$ cat config.mk
export PLATFORM = sky130hd
export DESIGN_NAME = wrt_cell
export DESIGN_NICKNAME = d
export VERILOG_FILES = /design/src/design/assert_macros.svh /design/src/design/wrt_pkg.sv /design/src/design/wrt_cell.sv
export SDC_FILE = /design/constraint.sdc
export NUM_CORES = 1
export LEC_CHECK = 0
export BUFFER_PORTS_ARGS = -buffer_cell sky130_fd_sc_hd__buf_4
export CAP_MARGIN = 20
export CORE_UTILIZATION = 40
export DETAILED_ROUTE_END_ITERATION = 10
export SYNTH_ARGS = -nofsm -noshare
export SYNTH_HDL_FRONTEND = slang
export SYNTH_SLANG_ARGS = --single-unit
$ cat constraint.sdc
create_clock -name i_clk -period 5.6 [get_ports i_clk]
set_input_delay 0.28 -clock i_clk [delete_from_list [all_inputs] [get_ports i_clk]]
set_output_delay 0.28 -clock i_clk [all_outputs]
set_load 0.005 [all_outputs]
$ cat src/design/assert_macros.svh
// assertion helpers shared by the rtl
`ifndef ASSERT_MACROS_SVH
`define ASSERT_MACROS_SVH

// property checked every clock outside reset
`define ASSERT_CLK(label, prop, msg) \
    label: assert property (@(posedge i_clk) disable iff (!i_rst_n) prop) else $error(msg);

// cause on one edge implies effect on the next
`define ASSERT_NEXT(label, cause, effect, msg) \
    label: assert property (@(posedge i_clk) disable iff (!i_rst_n) cause |=> effect) \
        else $error(msg);

`endif

$ cat src/design/wrt_pkg.sv
// ----------------------------------------------------------------------------
// wrt_pkg
// shared constants, codes and structs of the worker resource table
// ----------------------------------------------------------------------------
package wrt_pkg;

    localparam int MAX_WORKERS     = 8;
    localparam int JOBS_PER_WORKER = 8;

    localparam int W_IDX  = 3;
    localparam int W_SLOT = (JOBS_PER_WORKER > 1) ? $clog2(JOBS_PER_WORKER) : 1;
    localparam int W_CNT  = 4;
    localparam int W_CPU  = 16;
    localparam int W_MEM  = 20;
    localparam int W_JOB  = 16;
    localparam int W_TIME = 32;

    localparam logic [W_TIME-1:0] TIMEOUT_RST = 32'd1000;

    typedef enum logic [2:0] {
        K_REGISTER  = 3'd0,
        K_HEARTBEAT = 3'd1,
        K_ALLOCATE  = 3'd2,
        K_RELEASE   = 3'd3,
        K_FIND_FIT  = 3'd4,
        K_RESERVE   = 3'd5,
        K_SWEEP     = 3'd6,
        K_GET       = 3'd7
    } t_kind;

    typedef enum logic [2:0] {
        C_NONE,
        C_REGISTER,
        C_BEAT,
        C_ALLOC,
        C_RELEASE,
        C_KILL
    } t_cell_op;

    typedef enum logic [1:0] {
        S_IDLE,
        S_EXEC,
        S_SEARCH,
        S_SWEEP
    } t_state;

    typedef struct packed {
        t_cell_op          op;
        logic [W_CPU-1:0]  cpu;
        logic [W_MEM-1:0]  mem;
        logic [W_JOB-1:0]  job;
        logic [W_TIME-1:0] now;
    } t_cell_cmd;

    typedef struct packed {
        logic                                   used;
        logic                                   alive;
        logic                                   stale;
        logic                                   dup;
        logic                                   has_free;
        logic [W_CPU-1:0]                       free_cpu;
        logic [W_MEM-1:0]                       free_mem;
        logic [W_CPU-1:0]                       cap_cpu;
        logic [W_MEM-1:0]                       cap_mem;
        logic [JOBS_PER_WORKER-1:0]             slot_valid;
        logic [JOBS_PER_WORKER-1:0][W_JOB-1:0]  slot_job;
    } t_cell_stat;

    typedef struct packed {
        logic             valid;
        logic             fit_mode;
        logic             exen;
        logic [W_IDX-1:0] exw;
        logic [W_CPU-1:0] req_cpu;
        logic [W_MEM-1:0] req_mem;
        logic             found;
        logic [W_IDX-1:0] best;
        logic [W_CPU-1:0] best_cpu;
    } t_token;

endpackage

$ cat src/design/wrt_cell.sv
// ----------------------------------------------------------------------------
// wrt_cell
// one worker entry with its job slots and one stage of the search chain
// ----------------------------------------------------------------------------
module wrt_cell (
    input  logic                      i_clk,
    input  logic                      i_rst_n,
    input  logic [wrt_pkg::W_IDX-1:0] i_idx,
    input  logic                      i_sel,
    input  wrt_pkg::t_cell_cmd        i_cmd,
    input  logic [wrt_pkg::W_TIME-1:0] i_timeout,
    input  wrt_pkg::t_token           i_tok,
    output wrt_pkg::t_token           o_tok,
    output wrt_pkg::t_cell_stat       o_stat
);
    import wrt_pkg::*;

    logic                                  r_used, r_alive;
    logic [W_CPU-1:0]                      r_free_cpu, r_cap_cpu;
    logic [W_MEM-1:0]                      r_free_mem, r_cap_mem;
    logic [W_TIME-1:0]                     r_beat;
    logic [JOBS_PER_WORKER-1:0]            r_slot_valid;
    logic [JOBS_PER_WORKER-1:0][W_JOB-1:0] r_slot_job;
    t_token                                r_tok, n_tok;

    logic [JOBS_PER_WORKER-1:0] match;
    logic [W_SLOT-1:0]          match_slot, free_slot;
    logic [W_TIME-1:0]          age;
    logic [W_CPU:0]             sum_cpu;
    logic [W_MEM:0]             sum_mem;
    logic [W_CPU-1:0]           cand_cpu;
    logic [W_MEM-1:0]           cand_mem;
    logic                       cand;

    always_comb begin
        match_slot = '0;
        free_slot  = '0;
        for (int s = JOBS_PER_WORKER - 1; s >= 0; s--) begin
            match[s] = r_slot_valid[s] && (r_slot_job[s] == i_cmd.job);
            if (match[s]) match_slot = W_SLOT'(s);
            if (!r_slot_valid[s]) free_slot = W_SLOT'(s);
        end
    end

    assign age     = i_cmd.now - r_beat;
    assign sum_cpu = {1'b0, r_free_cpu} + {1'b0, i_cmd.cpu};
    assign sum_mem = {1'b0, r_free_mem} + {1'b0, i_cmd.mem};

    always_comb begin
        o_stat.used       = r_used;
        o_stat.alive      = r_alive;
        o_stat.stale      = age > i_timeout;
        o_stat.dup        = |match;
        o_stat.has_free   = ~&r_slot_valid;
        o_stat.free_cpu   = r_free_cpu;
        o_stat.free_mem   = r_free_mem;
        o_stat.cap_cpu    = r_cap_cpu;
        o_stat.cap_mem    = r_cap_mem;
        o_stat.slot_valid = r_slot_valid;
        o_stat.slot_job   = r_slot_job;
    end

    // search stage: test this entry, keep the best so far
    always_comb begin
        cand_cpu = i_tok.fit_mode ? r_free_cpu : r_cap_cpu;
        cand_mem = i_tok.fit_mode ? r_free_mem : r_cap_mem;
        cand = r_used && r_alive
            && !(i_tok.fit_mode && i_tok.exen && (i_tok.exw == i_idx))
            && (cand_cpu >= i_tok.req_cpu) && (cand_mem >= i_tok.req_mem);
        n_tok = i_tok;
        if (i_tok.valid && cand && (!i_tok.found || (cand_cpu > i_tok.best_cpu))) begin
            n_tok.found    = 1'b1;
            n_tok.best     = i_idx;
            n_tok.best_cpu = cand_cpu;
        end
    end

    assign o_tok = r_tok;

    always_ff @(posedge i_clk) begin
        if (!i_rst_n) begin
            r_used       <= 1'b0;
            r_alive      <= 1'b0;
            r_slot_valid <= '0;
            r_tok        <= '0;
        end else begin
            r_tok <= n_tok;
            if (i_sel) begin
                unique case (i_cmd.op)
                    C_REGISTER: begin
                        r_used       <= 1'b1;
                        r_alive      <= 1'b1;
                        r_slot_valid <= '0;
                    end
                    C_ALLOC:   r_slot_valid[free_slot]  <= 1'b1;
                    C_RELEASE: r_slot_valid[match_slot] <= 1'b0;
                    C_KILL: begin
                        r_alive      <= 1'b0;
                        r_slot_valid <= '0;
                    end
                    default: ;
                endcase
            end
        end
    end

    always_ff @(posedge i_clk) begin
        if (i_sel) begin
            unique case (i_cmd.op)
                C_REGISTER: begin
                    r_free_cpu <= i_cmd.cpu;
                    r_cap_cpu  <= i_cmd.cpu;
                    r_free_mem <= i_cmd.mem;
                    r_cap_mem  <= i_cmd.mem;
                    r_beat     <= i_cmd.now;
                end
                C_BEAT: r_beat <= i_cmd.now;
                C_ALLOC: begin
                    r_slot_job[free_slot] <= i_cmd.job;
                    r_free_cpu <= r_free_cpu - i_cmd.cpu;
                    r_free_mem <= r_free_mem - i_cmd.mem;
                end
                C_RELEASE: begin
                    r_free_cpu <= (sum_cpu < {1'b0, r_cap_cpu}) ? sum_cpu[W_CPU-1:0]
                                                                : r_cap_cpu;
                    r_free_mem <= (sum_mem < {1'b0, r_cap_mem}) ? sum_mem[W_MEM-1:0]
                                                                : r_cap_mem;
                end
                C_KILL: begin
                    r_free_cpu <= '0;
                    r_free_mem <= '0;
                end
                default: ;
            endcase
        end
    end

endmodule

==> key figures, run 1 <==
Outcome
  – Status: complete, no violations

STA
  – Max Clk Rate: 0.1903 GHz
  – Setup Viol. Count Final: 0
  – Max Clock Skew: 0.03928 ns
  – Fin Hold WS: 0.03211 ns
  – TNS Setup: 0 ns
  – Final max-slew violation count: 0
  – RSZ-0062 raised after global routing: false
  – Final Cycle Share: 0.9385
  – Slew margin rel.: 0.2469
  – Min Tclk post-route: 5.256 ns
  – Final Hold Viols: 0
  – Slew at the pin closest to its max-slew limit: 1.101 ns

Clock tree
  – CTS Buf Count: 38
  – Clk pin slew, worst setup/hold paths: 0.06 ns
  – CTS Buffer Depth: 3
  – CTS root buffer: clkbuf_16
  – H-Tree Depth: 2
  – Worst-skew pair later-pin latency: 0.59 ns
  – Post-CTS Setup Bufs: 0
  – CTS Sinks: 304
  – CTS tree: done

Routing
  – DRC Markers: 0
  – Mean routed wirelength per cell: 20.70 µm
  – DRT antenna net count: 0
  – DRT Pass-1 Iters: 5
  – Via count: 17670
  – Post-detailed-routing wire length: 68.50 mm
  – Via/cell ratio: 5.339
  – First DRT Iteration DRCs: 1171

Power
  – Leak: 0.01174 µW
  – Pwr/cell area: 248.9 nW/µm²
  – Max IR drop VDD: 0.0002152 V

Setup path
  – CP endpoint kind: output pin
  – CP startpoint kind: input port
  – R2R cell count: 19
  – R2R Path Start: r_free_cpu[0]$_DFFE_PP_
  – R2R Path End: r_free_cpu[12]$_DFFE_PP_
  – Setup CP Type: input port to output pin
  – Crit path max fanout: 3
  – Worst Path Required: 5.32 ns
  – Crit path DAT: 4.98 ns
  – Reg-to-reg slack, setup: 0.45 ns

Floorplan
  – I/O pins: 462
  – Rows: 81
  – Die X: 226.7 µm
  – Die Y: 226.7 µm
  – Initial cell density of the core: 0.4094
  – Die Footprint: 51410 µm²
  – Core area: 49360 µm²

Logic synthesis
  – Synthesized net count: 2469
  – Netlist cell types: 81
  – Post-synth EDFFs: 232
  – Top cells by area, synth: edfxtp_1, ha_1, xnor2_1
  – Count leader, synth: edfxtp_1
  – #FFs+latches synth: 304
  – Seq/Total Area, Yosys: 0.4162
  – Largest area contributor in the netlist: edfxtp_1
  – Ys flop type: edfxtp_1
  – Commonest cells in the netlist: edfxtp_1, inv_1, ha_1
  – Mapped Avg Cell Area: 9.817 µm²
  – Mapped Cells: 2058
  – Yosys top cell area share: 0.3448
  – FFs w/ async S/R, synth: 0
  – Post-Syn Area: 20200 µm²
  – Synthesis Warnings: 0

Place
  – PortBufs: 461
  – Placer Congestion: 0.9050
  – Post-placement cell area: 24310 µm²
  – DP HPWL: 50.70 mm

Final layout
  – Area Overhead vs Synth: 32.24%
  – Design Area, Final: 26720 µm²
  – Final net count: 3028
  – Proportion of layout cells with a drive suffix above 1: 0.2156

GRT
  – Initial antenna violation count: 1
  – First-pass GRT wire length: 101.5 mm
  – GRT Resource Usage Total: 0.2591
  – Pin count of the biggest net entering global routing: 60
  – GRT overflow: 0
  – Vias in the first global route: 17370

Run
  – Max Cap Viol: 0

Min path
  – Worst Hold Launch: i_tok[3]
  – Hold Path Stages: 3
  – Worst Hold Path EP: o_tok[3]$_SDFF_PN0_
  – Hold Path Class: input port to flop
==> kinds of logic after synthesis <==
logic type | synth area share
compound gates | 0.1495
xor+xnor | 0.09277
fa+ha+maj | 0.1406
buf+inv | 0.06044
flops | 0.4162
mux | 0.01635
simple gates | 0.1242
==> through the flow <==
stage / power (µW) / util / cells / setup slack [ns]
3_3_place_gp: 4190 / 0.4926 / 3122 / 0.5014
2_1_floorplan: 3665 / - / 2058 / 1.011
5_1_grt: 6958 / 0.5413 / 3309 / 0.007588
3_5_place_dp: 4214 / 0.4926 / 3122 / 0.4632
6_report: 6651 / 0.5413 / 3309 / 0.3441
4_1_cts: 6701 / 0.5412 / 3308 / 0.2446
==> cell type report <==
type | count | area (µm²)
inverters | 229 | 859.6
fillers | 4437 | 22640
multi-input cells | 1444 | 10610
clock inverters | 22 | 205.2
clock buffers | 45 | 998.5
flip-flops and latches | 304 | 8408
well taps | 664 | 830.8
diodes | 1 | 2.502
repair buffers | 600 | 4802
==> cells in the final DEF, fill, tap and decap left out, types with 60 or more instances in the layout <==
| cell | count |
|---|---|
| xnor2_1 | 174 |
| buf_4 | 481 |
| dfxtp_1 | 72 |
| nor3_1 | 60 |
| ha_1 | 219 |
| nor2_1 | 126 |
| edfxtp_1 | 232 |
| a21oi_1 | 130 |
| nand2_1 | 112 |
| inv_1 | 223 |
| o21ai_0 | 87 |
| dlygate4sd3_1 | 119 |
==> metal layers <==
metal  GRT usage  routed length (µm)  up-vias
met5           0                   0        -
met1      0.3404               29560     8461
met2      0.4306               32260      654
met4     0.07236                1605        0
met3     0.05093                5075       90
li1            -                   -     8461
==> worst max-delay path, cell delays in order <==
cell,delay [ns]
dlygate4sd3_1,0.53
buf_4,0.13
inv_1,0.05
ha_1,0.16
inv_1,0.06
fa_1,0.40
a21o_1,0.18
a21oi_1,0.26
nand4b_1,0.21
nand3_1,0.16
a32oi_1,0.45
o211ai_1,0.16
a21oi_1,0.28
o21ai_1,0.14
xor2_1,0.16
ha_1,0.30
nand4_1,0.17
nor4_2,0.43
o21ai_1,0.13
a32oi_1,0.18
buf_4,0.14
==> registers in the layout (all words and copies together), names as in the netlist <==
signal,flops
o_stat,128
o_tok,62
r_alive,1
r_beat,32
r_cap_cpu,16
r_cap_mem,20
r_free_cpu,16
r_free_mem,20
r_slot_valid,8
r_used,1
==> worst max-delay path by stage <==
stage / slack, ns / to / startpoint / depth (start not counted)
floorplan: 1.01 / r_free_cpu[10]$_DFFE_PP_ / r_free_cpu[0]$_DFFE_PP_ / 20
global placement: 0.50 / r_free_cpu[5]$_DFFE_PP_ / i_cmd[68] / 20
detailed placement: 0.46 / r_free_cpu[11]$_DFFE_PP_ / r_free_cpu[0]$_DFFE_PP_ / 20
CTS: 0.24 / o_stat[210] / i_cmd[0] / 21
global route: 0.008 / r_free_cpu[4]$_DFFE_PP_ / r_free_cpu[0]$_DFFE_PP_ / 20
finish: 0.34 / o_stat[210] / i_cmd[0] / 21
==> where the power goes <==
part,leakage (µW),switching [µW],internal (µW)
registers,0.00271,45.8,2500
clock network,0.000575,1050,1340
logic,0.00845,938,766
total,0.0117,2040,4610
==> what timing repair did <==
item / 4_1_cts / 5_1_grt
hold endpoints to repair: 120 / 0
hold buffers: 119 / 0
setup endpoints to repair: 0 / 1
gates resized for setup: 0 / 1
Power figures use the tool's default switching activity.
==> inputs of run 2 (changes only) <==
--- a/config.mk
+++ b/config.mk
@@ -7,8 +7,9 @@
 export LEC_CHECK = 0
 export BUFFER_PORTS_ARGS = -buffer_cell sky130_fd_sc_hd__buf_4
 export CAP_MARGIN = 20
-export CORE_UTILIZATION = 40
+export CORE_UTILIZATION = 45
 export DETAILED_ROUTE_END_ITERATION = 10
+export PLACE_DENSITY = 0.68
 export SYNTH_ARGS = -nofsm -noshare
 export SYNTH_HDL_FRONTEND = slang
 export SYNTH_SLANG_ARGS = --single-unit
==> key figures, run 2 (same netlist as run 1, synthesis figures left out) <==
Routing
  – DRT antenna net count: 0 (unchanged)
  – DRC Markers: 0 (unchanged)
  – Post-detailed-routing wire length: 65.80 mm (-3.9%)
  – First DRT Iteration DRCs: 1129 (-3.6%)
  – Via/cell ratio: 5.453 (+2.1%)
  – Via count: 17660 (-0.028%)
  – Mean routed wirelength per cell: 20.32 µm (-1.9%)
  – DRT Pass-1 Iters: 5 (unchanged)

Setup path
  – Largest stage delay, worst path: 0.52 ns (about the same)
  – Buffer and inverter count on the worst path: 2 (-3)
  – Slowest CP cell: or4_4
  – Setup CP Type: flop to flop
  – Crit path max fanout: 8 (+5)
  – Crit path DAT: 5.62 ns (+0.64 ns)
  – Cell mode on critical path: ha_1
  – CP endpoint kind: flop
  – Worst Path Required: 5.90 ns (+0.58 ns)
  – CP startpoint kind: flop
  – Kind of cell adding the most delay to the critical path: compound AO/OA/AOI/OAI gates
  – Worst-path cell chain: ha_1, inv_1, fa_1, o21ba_2, o21ai_2, a21boi_2, o31ai_1, a221o_1, nor4_1, or4_4, ha_1, o21a_1, o21ai_0, a21oi_1, a2111o_1, a31oi_1, nand2_1, buf_4, mux2i_1, o221ai_1

Final layout
  – Final core occ: 0.6051 (+0.06377)
  – Sequential cell area: 8408 µm² (unchanged)
  – Commonest non-fill, non-tap cell in the layout: buf_4
  – Filler cell count in the final layout: 3691 (-17%)
  – Area occupied by multi-input gates: 10600 µm² (about the same)
  – Final net count: 3027 (-0.033%)
  – Area Overhead vs Synth: 32.44%
  – Leading cell types in the layout, fill and taps excluded: buf_4, edfxtp_1, inv_1
  – Max reg flops: 128 (unchanged)
  – Proportion of layout cells with a drive suffix above 1: 0.2147 (-0.0008376)
  – Design Area, Final: 26760 µm² (+0.15%)

Floorplan
  – Core area: 44220 µm² (-10%)
  – Die Y: 213.9 µm (-5.7%)
  – Rows: 77 (-4.9%)
  – Initial cell density of the core: 0.4569 (+0.04753)
  – I/O pins: 462 (unchanged)
  – Die X: 213.9 µm (-5.7%)
  – Die Footprint: 45750 µm² (-11%)

Outcome
  – Status: complete, no violations

STA
  – Max Clock Skew: 0.03939 ns (+0.0001117 ns)
  – Setup Viol. Count Final: 0 (unchanged)
  – TNS Setup: 0 ns (unchanged)
  – Min Tclk post-route: 5.327 ns (+0.07079 ns)
  – Slew at the pin closest to its max-slew limit: 0.9522 ns (-0.1490 ns)
  – Final setup margin: 0.2734 ns (-0.07079 ns)
  – Final Cycle Share: 0.9512 (+0.01264)
  – Final max-slew violation count: 0 (unchanged)
  – Slew margin rel.: 0.3652 (+0.1183)
  – Final Hold Viols: 0 (unchanged)
  – RSZ-0062 raised after global routing: false
  – Max Clk Rate: 0.1877 GHz (-1.3%)

Power
  – Seq pwr share: 0.375 (-0.009)
  – Internal: 4807 µW (+4.2%)
  – Pwr/cell area: 254.4 nW/µm² (+2.2%)
  – Net Sw Power: 2001 µW (-1.8%)
  – Net Sw Frac: 0.2939 (-0.01254)
  – Combinational Power Share: 0.248 (-0.008)
  – Leak: 0.01180 µW (+0.49%)
  – Max IR drop VDD: 0.0003012 V (+40%)
  – Clk pwr share: 0.377 (+0.017)

GRT
  – First-pass GRT wire length: 97.13 mm (-4.3%)
  – GRT overflow: 0 (unchanged)
  – Vias in the first global route: 17240 (-0.75%)
  – GRT Resource Usage Total: 0.2781 (+0.01900)
  – Pin count of the biggest net entering global routing: 73 (+22%)
  – Initial antenna violation count: 2 (+1)

Place
  – Placer Congestion: 0.9371 (+3.5%)
  – DP HPWL: 47.99 mm (-5.3%)
  – PortBufs: 461 (unchanged)
  – Place WS: 0.4006 ns (-0.06268 ns)
  – Post-placement cell area: 24200 µm² (-0.46%)

Clock tree
  – CTS root buffer: clkbuf_16
  – Worst-skew pair later-pin latency: 0.59 ns (about the same)
  – CTS tree: done
  – Clk pin slew, worst setup/hold paths: 0.06 ns (about the same)
  – CTS Buffer Depth: 3 (unchanged)
  – H-Tree Depth: 2 (unchanged)
  – CTS Buf Count: 37 (-2.6%)
  – CTS Sinks: 304 (unchanged)
  – Post-CTS Setup Bufs: 0 (unchanged)

Run
  – Max Cap Viol: 0 (unchanged)

Min path
  – Hold Path Class: input port to flop
==> run 2: power by group through the flow <==
stage / clock (µW) / combinational (µW) / sequential, µW
3_5_place_dp: 0 / 1600 / 2600
4_1_cts: 2620 / 1680 / 2550
5_1_grt: 2690 / 1860 / 2560
2_1_floorplan: 0 / 1080 / 2590
3_3_place_gp: 0 / 1570 / 2600
6_report: 2560 / 1690 / 2550
==> run 2: area by class of cell <==
class                      instances  share of cell area
multi-input combinational       1444              0.3962
clock inverter                    16             0.01066
tap                              592             0.02768
sequential                       304              0.3142
clock buffer                      52             0.03825
antenna                            2           0.0001870
inverter                         229             0.03212
timing repair buffer             600              0.1806
==> run 2: layer usage <==
metal	part of all wire	up-vias	wire length, µm	GRT usage
li1	-	8456	-	-
met1	0.43	8491	28080	0.3593
met2	0.48	603	31290	0.4622
met3	0.069	111	4509	0.05551
met4	0.029	0	1920	0.09754
met5	0	-	0	0
==> run 2: per-stage QoR <==
stage,total power [µW],hold slack [ns],std cells
final,6808,0.02820,3239
after global routing,7113,0.01220,3238
after CTS,6843,0.0008696,3235
after detailed placement,4194,0.4739,3047
after global placement,4162,0.4696,3046
after floorplan,3665,0.3789,2058
==> run 2: worst paths after layout <==
kind                           start                  endpoint  slack [ns]  cells past startpoint
max reg2reg  r_free_cpu[0]$_DFFE_PP_  r_free_cpu[10]$_DFFE_PP_        0.27                     20
max          r_free_cpu[0]$_DFFE_PP_  r_free_cpu[10]$_DFFE_PP_        0.27                     20
min                         i_tok[4]       o_tok[4]$_SDFF_PN0_        0.03                      3
min reg2reg      r_used$_SDFFE_PN0P_       r_used$_SDFFE_PN0P_        0.55                      2
==> run 2: worst reg2reg max path: stages (launching register included) <==
cell and delay (ns):
edfxtp_1 0.40, ha_1 0.20, inv_1 0.06, fa_1 0.40, o21ba_2 0.24, o21ai_2 0.17, a21boi_2 0.09, o31ai_1 0.33
a221o_1 0.32, nor4_1 0.08, or4_4 0.52, ha_1 0.31, o21a_1 0.11, o21ai_0 0.20, a21oi_1 0.06, a2111o_1 0.37
a31oi_1 0.30, nand2_1 0.26, buf_4 0.29, mux2i_1 0.19, o221ai_1 0.14
==> run 2: repair_timing <==
item                                   in CTS  in global routing
hold buffers                              120                  0
gates resized for setup                     0                  0
endpoints found under the hold margin     117                  0
